File: config.mk
export PLATFORM = sky130hd
export DESIGN_NAME = ata_front
export DESIGN_NICKNAME = d
export VERILOG_FILES = /design/src/rtl/ata_pkg.sv /design/src/rtl/ata_front.sv
export SDC_FILE = /design/constraint.sdc
export NUM_CORES = 1
export LEC_CHECK = 0
export BUFFER_PORTS_ARGS = -buffer_cell sky130_fd_sc_hd__buf_4
export CAP_MARGIN = 40
export CORE_UTILIZATION = 54
export CTS_BUF_LIST = sky130_fd_sc_hd__clkbuf_4
export DETAILED_ROUTE_END_ITERATION = 8
export GPL_TIMING_DRIVEN = 0
export HOLD_SLACK_MARGIN = 0.1
export PLACE_DENSITY_LB_ADDON = 0.15
export SYNTH_ARGS = -nofsm -noshare
export SYNTH_HDL_FRONTEND = slang
export SYNTH_SLANG_ARGS = --single-unit
export TNS_END_PERCENT = 100
File: constraint.sdc
create_clock -name clk_i -period 8.06 [get_ports clk_i]
set_clock_uncertainty 0.15 [all_clocks]
set_input_delay 1.612 -clock clk_i [delete_from_list [all_inputs] [get_ports clk_i]]
set_output_delay 1.612 -clock clk_i [all_outputs]
set_load 0.01 [all_outputs]
File: src/rtl/ata_pkg.sv
// Shared types, constants and helpers for the affine transform accumulator.
// No dependencies.
package ata_pkg;

  localparam int unsigned FracBitsDef   = 16;
  localparam int unsigned AngleBitsDef  = 16;
  localparam int unsigned CordicStepsDef = 16;
  localparam int unsigned QueueDepth    = 2;
  localparam logic signed [33:0] CordicX0 = 34'sd652032874;

  typedef enum logic [2:0] {
    MODE_ROT_X = 3'd0,
    MODE_ROT_Y = 3'd1,
    MODE_ROT_Z = 3'd2,
    MODE_SHIFT = 3'd3,
    MODE_IDENT = 3'd4
  } mode_e;

  typedef struct packed {
    logic [2:0]         mode;
    logic signed [15:0] angle;
    logic signed [31:0] shift_x;
    logic signed [31:0] shift_y;
    logic signed [31:0] shift_z;
  } in_beat_t;

  typedef struct packed {
    logic [1:0]         row_index;
    logic signed [31:0] col0;
    logic signed [31:0] col1;
    logic signed [31:0] col2;
    logic signed [31:0] col3;
    logic               last_row;
  } out_beat_t;

  // classified command handed from front to back
  typedef enum logic [1:0] {
    CMD_ROT   = 2'd0,
    CMD_SHIFT = 2'd1,
    CMD_IDENT = 2'd2,
    CMD_KEEP  = 2'd3
  } cmd_e;

  typedef struct packed {
    cmd_e               cmd;
    logic [1:0]         axis;
    logic signed [15:0] angle;
    logic signed [31:0] shift_x;
    logic signed [31:0] shift_y;
    logic signed [31:0] shift_z;
  } cmd_t;

  typedef enum logic [2:0] {
    ST_IDLE,
    ST_CORDIC,
    ST_MAC,
    ST_EMIT
  } state_e;

  function automatic logic [31:0] atan_turn32(input logic [4:0] i);
    logic [31:0] r;
    begin
      case (i)
        5'd0:  r = 32'h20000000;  5'd1:  r = 32'h12E4051E;
        5'd2:  r = 32'h09FB385B;  5'd3:  r = 32'h051111D4;
        5'd4:  r = 32'h028B0D43;  5'd5:  r = 32'h0145D7E1;
        5'd6:  r = 32'h00A2F61E;  5'd7:  r = 32'h00517C55;
        5'd8:  r = 32'h0028BE53;  5'd9:  r = 32'h00145F2F;
        5'd10: r = 32'h000A2F98;  5'd11: r = 32'h000517CC;
        5'd12: r = 32'h00028BE6;  5'd13: r = 32'h000145F3;
        5'd14: r = 32'h0000A2FA;  5'd15: r = 32'h0000517D;
        5'd16: r = 32'h000028BE;  5'd17: r = 32'h0000145F;
        5'd18: r = 32'h00000A30;  5'd19: r = 32'h00000518;
        5'd20: r = 32'h0000028C;  5'd21: r = 32'h00000146;
        5'd22: r = 32'h000000A3;  5'd23: r = 32'h00000051;
        default: r = 32'h0;
      endcase
      return r;
    end
  endfunction

  function automatic logic signed [31:0] sat32(input logic signed [67:0] v);
    if (v > 68'sh0_7FFF_FFFF)
      return 32'sh7FFF_FFFF;
    else if (v < -68'sh0_8000_0000)
      return 32'sh8000_0000;
    else
      return v[31:0];
  endfunction

endpackage

File: src/rtl/ata_front.sv
// Front end: accepts input beats, classifies the mode and queues commands.
// Depends on ata_pkg.
module ata_front
  import ata_pkg::*;
(
  input  logic     clk_i,
  input  logic     rst_ni,
  input  logic     in_valid_i,
  output logic     in_stall_o,
  input  in_beat_t in_data_i,
  output logic     cmd_valid_o,
  input  logic     cmd_take_i,
  output cmd_t     cmd_o
);

  localparam int unsigned PtrW = $clog2(QueueDepth);

  cmd_t            fifo_q [QueueDepth];
  logic [PtrW-1:0] wr_q, rd_q;
  logic [PtrW:0]   cnt_q;
  cmd_t            cmd_d;
  logic            push, pop;

  always_comb begin
    cmd_d.axis    = in_data_i.mode[1:0];
    cmd_d.angle   = in_data_i.angle;
    cmd_d.shift_x = in_data_i.shift_x;
    cmd_d.shift_y = in_data_i.shift_y;
    cmd_d.shift_z = in_data_i.shift_z;
    unique case (in_data_i.mode)
      MODE_ROT_X, MODE_ROT_Y, MODE_ROT_Z: cmd_d.cmd = CMD_ROT;
      MODE_SHIFT: cmd_d.cmd = CMD_SHIFT;
      MODE_IDENT: cmd_d.cmd = CMD_IDENT;
      default:    cmd_d.cmd = CMD_KEEP;
    endcase
  end

  assign in_stall_o  = (cnt_q == (PtrW+1)'(QueueDepth));
  assign push        = in_valid_i && !in_stall_o;
  assign cmd_valid_o = (cnt_q != '0);
  assign pop         = cmd_valid_o && cmd_take_i;
  assign cmd_o       = fifo_q[rd_q];

  always_ff @(posedge clk_i) begin
    if (push) fifo_q[wr_q] <= cmd_d;
  end

  always_ff @(posedge clk_i or negedge rst_ni) begin
    if (!rst_ni) begin
      wr_q  <= '0;
      rd_q  <= '0;
      cnt_q <= '0;
    end else begin
      if (push) wr_q <= wr_q + 1'b1;
      if (pop)  rd_q <= rd_q + 1'b1;
      cnt_q <= cnt_q + (PtrW+1)'(push) - (PtrW+1)'(pop);
    end
  end

endmodule

After elaboration in Yosys (flattened, before gate mapping)
Memory sizes are Yosys's and may differ from the RTL's.
Cells that the tools add are included.
{ "classes": {"mux": 3, "addsub": 4, "n_reduce_logical": 6, "n_eq_ne": 5} }
{ "ops": {"columns": ["cell", "count"], "rows": [
  ["== test 3 x 2 -> 1 bit, second input constant", 2],
  ["case mux 2 bit (3 select lines)", 1],
  ["== test 3 x 1 -> 1 bit, second input constant", 1],
  ["== test 3 bit, second input constant", 1],
  ["zero test 3 bit", 1],
  ["OR reduction 3 bit", 1],
  ["adder 1 bit, second input constant", 2],
  ["adder 2 x 1 -> 2 bit", 1],
  ["== test 2 bit, second input constant", 1],
  ["logical AND 1 bit", 2],
  ["2-to-1 mux 1 bit", 2],
  ["nonzero test 2 bit", 1],
  ["subtractor 2 x 1 -> 2 bit", 1],
  ["zero test 1 bit", 1]
]} }
{ "totals": {"word_cells": 22, "out_inout_bits": 118, "regBits": 4, "input_bits": 119, "n_memories": 1, "ramBits": 232} }
{ "memory_table": {"columns": ["memory", "words", "width", "rd", "rd_clocked_by_memory_dff", "write_ports", "line", "rtl"], "rows": [
  ["fifo_q", 2, 116, 1, 0, 1, "ata_front.sv:18", "cmd_t fifo_q [QueueDepth];"]
]} }

Logic depth before layout (Yosys ltp)
Gate-level depths: netlist (run 1).
{ "logic_depth": {"ltp_word": 5, "mapped_depth": 7, "ltp_nobuf": 7} }

Worst setup path after synthesis (run 1)
No wires, ideal clock.
{ "synth_timing": {"path_type": "input to register", "startpoint": "input in_valid_i", "endpoint": "memory fifo_q[0][0] (netlist bit), enable pin", "stages": 2, "t_required_ns": 7.318, "arrival_ns": 6.529, "path_slack_ns": 0.789, "setup_time_ns": 0.592, "n_path_buf": 0, "path_cell_list": "nand2_1 > nor2_1"} }
{ "synth_between": {"elab_chain_len": 3} }
{ "synth_rtl": {"columns": ["item", "line", "rtl"], "rows": [
  ["start: declaration", "ata_front.sv:8", "input logic in_valid_i,"],
  ["logical AND 1 bit", "ata_front.sv:39", "assign push = in_valid_i && !in_stall_o;"],
  ["2-to-1 mux 1 bit", "ata_front.sv:45", "if (push) fifo_q[wr_q] <= cmd_d;"],
  ["2-to-1 mux 1 bit (implied by the code)", "ata_front.sv:45", null],
  ["end: declaration", "ata_front.sv:18", null]
]} }
No other way between the ends.

==> results.py, run 1 <==
metrics = {
    "logic_synthesis": {
        "netlist_top_cells_area": "edfxtp_1, mux2_2, mux2_4, dfrtp_1, buf_6",
        "postSynthNetCount": 502,
        "synthesis.area_per_instance_sq_um": 22.8,
        "synth_compound_area_share_pct": 0,
        "synth_largest_area_cell": "edfxtp_1",
        "main_combinational_cell_family_by_area_after_synthesis": "multiplexers",
        "post_synth_and_or_nand_nor_area_fraction_pct": 0.374,
        "synth_fa_ha_area_share_pct": 0.403,
        "netlist_area_sq_um": 8700,
        "proportion_of_synthesized_area_in_mux_cells_pct": 16.3,
        "synth.ff_latch_count": 236,
        "synth_xor_xnor_area_share_pct": 0.403,
        "area_share_of_the_leading_cell_type_in_the_synthesized_netlist_pct": 80.1,
        "synth_seq_area_share_pct": 81.3,
        "yosys_warnings": 0,
        "postSynthCellCount": 381,
        "synth_cell_type_count": 18,
    },
    "critical_path": {
        "critical-path-slowest-cell": "dfrtp_1",
        "timing.critical_path.arrival_ps": 1960,
        "crit_chain": "buf_6 -> buf_6 -> buf_6 -> mux2_4 -> buf_4",
        "critical_path_peak_fanout": 10,
        "regToRegSetupSlack_ps": 5850,
        "crit_path_end_kind": "output port",
        "crit_path_max_incr_delay_ps": 340,
        "worst_ep_required_time_ps": 6300,
        "worst-path-buf-inv": 4,
        "critical_path.most_common_cell": "buf_6",
        "worstSetupPathType": "flip-flop to output port",
        "startpoint_type": "flip-flop",
        "critical_path.top_delay_family": "buffers and inverters",
    },
    "timing": {
        "max_slew_margin_pct": 43.9,
        "finalMaxSlewViolations": 0,
        "min_period_over_period_pct": 46.1,
        "hold_slack_ps": 360,
        "worstMarginPinSlew_ps": 841,
        "report.final.setup_viol": 0,
        "finalCriticalPeriod_ps": 3720,
        "hold_violations": 0,
        "clock.fmax_mhz": 269,
        "rsz0062_at_grt": "no",
    },
    "power": {
        "power.share.combinational_pct": 34.9,
        "power.clock.fraction_pct": 22.3,
        "pwr-share-seq_pct": 42.8,
        "cell_internal_pwr_mw": 2.90,
        "sw_frac_of_total_pct": 28.5,
        "worst_ir_drop_vdd_v": 0.000277,
        "pwr_density_cell_nw_per_um2": 352,
        "power.leakage_nw": 4.50,
        "power.net_switching_mw": 1.16,
    },
    "routing": {
        "routed_wl_um": 16100,
        "detail_route_antenna_nets": 0,
        "routed_via_density": 4.91,
        "routed_wire_length_per_instance_um": 17.2,
        "detailedRoute.firstIterationViolations": 187,
        "routed-via-count": 4597,
        "detailedRoute.firstPassIterationCount": 4,
        "drc": 0,
    },
    "global_route": {
        "globalRoute.totalOverflow": 0,
        "pin_count_of_the_biggest_net_entering_global_routing": 60,
        "grt_pass1_vias": 4888,
        "grt.total_usage_pct": 19.1,
        "grt_pass1_wl_um": 23600,
        "antenna_violations_before_repair": 1,
    },
    "placed_design": {
        "post-dp-hpwl_um": 10500,
        "buffer_ports.inserted": 236,
        "globalplace.congestion": 0.662,
        "instance_count_after_placement_with_tap_cells_included": 838,
    },
    "floorplanning": {
        "boundaryPins": 237,
        "die_h_um": 129,
        "die_width_um": 129,
        "floorplan.rows": 46,
        "floorplan.initialDensity_pct": 54.9,
        "floorplan.die_area_sq_um": 16600,
        "coreArea_sq_um": 15800,
    },
    "cts": {
        "cts-resized-gates": 0,
        "cts-root-buf": "clkbuf_4",
        "worst_setup_hold_path_clk_slew_ps": 70,
        "cts-root-to-sink-buffers": 3,
        "cts_tree": "built",
        "clock_latency_of_the_later_clocked_register_in_the_worst_skew_pair_ps": 640,
        "post-cts-setup-buffer-count": 0,
        "cts_made_buffers": 57,
        "postCtsHoldBufs": 0,
        "clock_tree.htree_level_count": 2,
        "cts_sinks": 236,
    },
    "cells_and_area": {
        "share_of_layout_cells_above_drive_strength_1_pct": 64.0,
        "finish.net_count": 802,
        "final_core_util_pct": 73.0,
        "layout.cells.non_filler": 936,
        "syn2layout_area_growth_pct": 32.8,
    },
    "status": {
        "outcome": "complete, no violations",
    },
    "run": {
        "drv.max_cap_violation_count": 0,
    },
    "hold_path": {
        "hold_path.class": "flip-flop to flip-flop",
    },
}
## cells in the final DEF (no fill, tap or decap), drive strengths merged, types with 2 or more instances in the layout
cell / n
buf: 254
inv: 4
clkbuf: 85
mux2: 116
dfrtp: 4
ha: 2
xnor2: 3
edfxtp: 232
clkinv: 11
## metrics by stage
step / area [sq um] / power (mW) / TNS, ps / worst slack (ps)
CTS: 11500 / 4.13 / 0 / 4260
floorplan: 8700 / 2.58 / 0 / 789
detailed placement: 10900 / 3.21 / 0 / 4640
finish: 11500 / 4.06 / 0 / 4340
global placement: 10700 / 3.19 / -209220 / -1810
global route: 11500 / 4.28 / 0 / 4230
## cell families after synthesis
group,Yosys count
fa+ha+maj,3
buf+inv,16
simple gates,6
flops,236
xor+xnor,4
mux,116
## synth_stat cells
| cell type | count |
|---|---|
| and2_1 | 1 |
| and3_1 | 1 |
| buf_2 | 8 |
| buf_6 | 5 |
| clkbuf_1 | 1 |
| dfrtp_1 | 4 |
| edfxtp_1 | 232 |
| ha_1 | 2 |
| inv_1 | 2 |
| maj3_1 | 1 |
| mux2_2 | 86 |
| mux2_4 | 30 |
| nand2_1 | 1 |
| nand2b_1 | 1 |
| nor2_1 | 1 |
| or2_2 | 1 |
| xnor2_1 | 3 |
| xor2_1 | 1 |
## state kept, by name, indices dropped and copies added, names as in the netlist
signal  count
cnt_q       2
fifo_q    232
rd_q        1
wr_q        1
## per-layer routing
| metal | track usage, % | vias to the layer above | routed length [um] |
|---|---|---|---|
| met5 | 0 | - | 0 |
| met4 | 8.93 | 0 | 404 |
| met3 | 7.86 | 34 | 1430 |
| met2 | 33.0 | 182 | 8460 |
| met1 | 20.3 | 2242 | 5790 |
| li1 | - | 2139 | - |
## final timing paths
kind                       cells after the start     start       endpoint
max                                            5      rd_q      cmd_o[93]
max reg2reg                                    5  cnt_q[1]  fifo_q[0][89]
min                                            1  cnt_q[1]       cnt_q[1]
min in group asynchronous                      1    rst_ni           wr_q
max in group asynchronous                      1    rst_ni       cnt_q[1]
min reg2reg                                    1  cnt_q[1]       cnt_q[1]
## final cells by class
type / instances / area (sq um)
diodes: 1 / 2.50
repair buffers: 241 / 1890
well taps: 216 / 270
multi-input cells: 129 / 1530
plain buffers: 14 / 100
inverters: 2 / 7.51
clock buffers: 84 / 631
clock inverters: 13 / 50.0
fillers: 1042 / 4280
flip-flops and latches: 236 / 7070
## power by group through the flow
stage	Clock [mW]	Combinational, mW	Sequential [mW]
floorplan	0	0.795	1.79
global placement	0	1.37	1.82
detailed placement	0	1.44	1.77
CTS	0.942	1.45	1.74
global route	1.00	1.52	1.76
finish	0.907	1.42	1.74
Note: power is estimated with default switching activity, not from simulation.
==> run 2, diff against run 1 <==
==> constraint.sdc (replaced) <==
create_clock -name clk_i -period 3.7 [get_ports clk_i]
set_clock_uncertainty 0.15 [all_clocks]
set_input_delay 0.74 -clock clk_i [delete_from_list [all_inputs] [get_ports clk_i]]
set_output_delay 0.74 -clock clk_i [all_outputs]
set_load 0.01 [all_outputs]
==> run 2 against run 1 <==
  * Global-route usage grew 2.8 points
  * Register-to-register slack lost 4400 ps
  * Critical path depth is the same
  * Count of clock-buffer cells in the layout shrank 6
  * Flip-flop and latch count is the same
==> results.py, run 2 (synthesized netlist as in run 1, its figures left out) <==
metrics = {
    "status": {
        "outcome": "complete, no violations",
    },
    "cells_and_area": {
        "regMostFlops": "fifo_q",
        "share_of_layout_cells_above_drive_strength_1_pct": 55.9,
        "final_core_util_pct": 79.3,
        "reg_top3": "fifo_q x232, cnt_q x2",
        "layout.cells.most_common_list": "buf_4, edfxtp_1, dlygate4sd3_1",
        "largest_register_ff_count": 232,
        "most_common_library_cell_in_the_layout_ignoring_fill_and_taps": "buf_4",
        "finish.net_count": 906,
        "syn2layout_area_growth_pct": 44.3,
    },
    "critical_path": {
        "worst_ep_required_time_ps": 2810,
        "worstSetupPathType": "flip-flop to output port",
        "worstReg2RegStart": "cnt_q[1]",
        "regToRegSetupSlack_ps": 1420,
        "critical_path.most_common_cell": "buf_6",
        "worst-path-buf-inv": 4,
        "startpoint_type": "flip-flop",
        "critical_path.top_delay_family": "buffers and inverters",
        "critical-path-slowest-cell": "dfrtp_1",
        "reg2reg_to": "fifo_q[0][89]",
        "timing.critical_path.arrival_ps": 1960,
        "reg2reg_depth": 5,
        "crit_path_end_kind": "output port",
        "crit_chain": "buf_6 -> buf_6 -> buf_6 -> mux2_4 -> buf_4",
        "critical_path_peak_fanout": 10,
        "crit_path_max_incr_delay_ps": 340,
    },
    "power": {
        "power.leakage_nw": 4.91,
        "pwr_density_cell_nw_per_um2": 708,
        "worst_ir_drop_vdd_v": 0.000537,
    },
    "hold_path": {
        "hold_path.class": "primary input to flip-flop",
        "min_from": "in_data_i[23]",
        "hold_path_depth": 1,
        "worst_hold_endpoint": "fifo_q[1][23]",
    },
    "floorplanning": {
        "floorplan.initialDensity_pct": 54.9,
        "floorplan.die_area_sq_um": 16600,
        "die_h_um": 129,
        "floorplan.rows": 46,
        "boundaryPins": 237,
        "die_width_um": 129,
        "coreArea_sq_um": 15800,
    },
    "cts": {
        "worst_setup_hold_path_clk_slew_ps": 70,
        "clock_tree.htree_level_count": 2,
        "clock_latency_of_the_later_clocked_register_in_the_worst_skew_pair_ps": 650,
        "cts-root-to-sink-buffers": 3,
        "cts_made_buffers": 54,
        "cts-resized-gates": 0,
        "cts_sinks": 236,
        "cts_tree": "built",
        "cts-root-buf": "clkbuf_4",
    },
    "routing": {
        "drc": 0,
        "routed_wire_length_per_instance_um": 17.6,
        "routed_via_density": 4.82,
        "routed-via-count": 4953,
        "detail_route_antenna_nets": 0,
        "detailedRoute.firstIterationViolations": 219,
        "detailedRoute.firstPassIterationCount": 4,
        "routed_wl_um": 18100,
    },
    "timing": {
        "finalMaxSlewViolations": 0,
        "report.final.setup_viol": 0,
        "fin_ws_ps": 854,
        "rsz0062_at_grt": "no",
        "clock.fmax_mhz": 351,
        "worstMarginPinSlew_ps": 598,
        "hold_violations": 0,
        "max_slew_margin_pct": 60.0,
        "finalCriticalPeriod_ps": 2850,
        "min_period_over_period_pct": 76.9,
    },
    "global_route": {
        "grt_pass1_wl_um": 27000,
        "globalRoute.totalOverflow": 0,
        "grt.total_usage_pct": 21.9,
        "grt_pass1_vias": 5449,
        "pin_count_of_the_biggest_net_entering_global_routing": 56,
        "antenna_violations_before_repair": 1,
    },
    "placed_design": {
        "placement.setup.worst_slack_ps": 1270,
        "buffer_ports.inserted": 236,
        "globalplace.congestion": 0.708,
        "post-dp-hpwl_um": 10900,
    },
    "run": {
        "drv.max_cap_violation_count": 0,
    },
}
## run 2: cell count changes in the layout (fill, tap and decap cells not counted)
cell	before	now
clkbuf_4	84	78
clkinv_1	10	3
buf_12	3	4
clkinv_2	1	0
inv_2	2	1
dlygate4sd3_1	0	106
## run 2: area by class of cell
| type | count | area (sq um) |
|---|---|---|
| Sequential cell | 236 | 7070 |
| Fill cell | 828 | 3280 |
| Timing Repair Buffer | 348 | 2970 |
| Multi-Input combinational cell | 129 | 1530 |
| Clock buffer | 78 | 586 |
| Tap cell | 216 | 270 |
| Buffer | 14 | 100 |
| Clock inverter | 4 | 15.0 |
| Inverter | 2 | 7.51 |
| Antenna cell | 1 | 2.50 |
## run 2: worst reg2reg max path: cells and delay by family (launching register included)
kind                   cells  cell delay, ps
and+or+nand+nor            3             810
buffers and inverters      2             530
DFF                        1             430
## run 2: worst max path at each step
stage                     from       endpoint  slack (ps)  cells after the start
finish                    rd_q      cmd_o[79]         850                      5
global route              rd_q      cmd_o[79]         750                      5
CTS                       rd_q      cmd_o[99]         770                      5
detailed placement  in_valid_i  fifo_q[0][93]        1270                      5
global placement    in_valid_i  fifo_q[0][21]        -410                      3
floorplan           in_valid_i   fifo_q[0][0]         550                      2
## run 2: per-stage QoR
step	power (mW)	TNS [ps]	hold WS (ps)	cell area (sq um)	instances
floorplan	5.57	0	294	8700	381
global placement	6.85	-46870	330	10700	833
detailed placement	7.00	0	365	10900	839
CTS	8.93	0	102	12400	1009
global route	9.35	0	96.3	12500	1028
finish	8.89	0	167	12500	1028
## run 2: timing repair
action | CTS | global route
hold endpoints to repair | 174 | 34
setup buffers | 0 | 0
hold buffers | 88 | 18
## run 2: layer usage
layer	wire (um)	global-route usage, %
met5	0	0
met4	239	8.24
met3	1360	7.98
met2	9930	39.7
met1	6550	23.2
## run 2: report_power, final
group / switching [mW] / internal [mW]
logic: 1.51 / 1.74
registers: 0.143 / 3.65
clock network: 0.906 / 0.946
total: 2.56 / 6.33
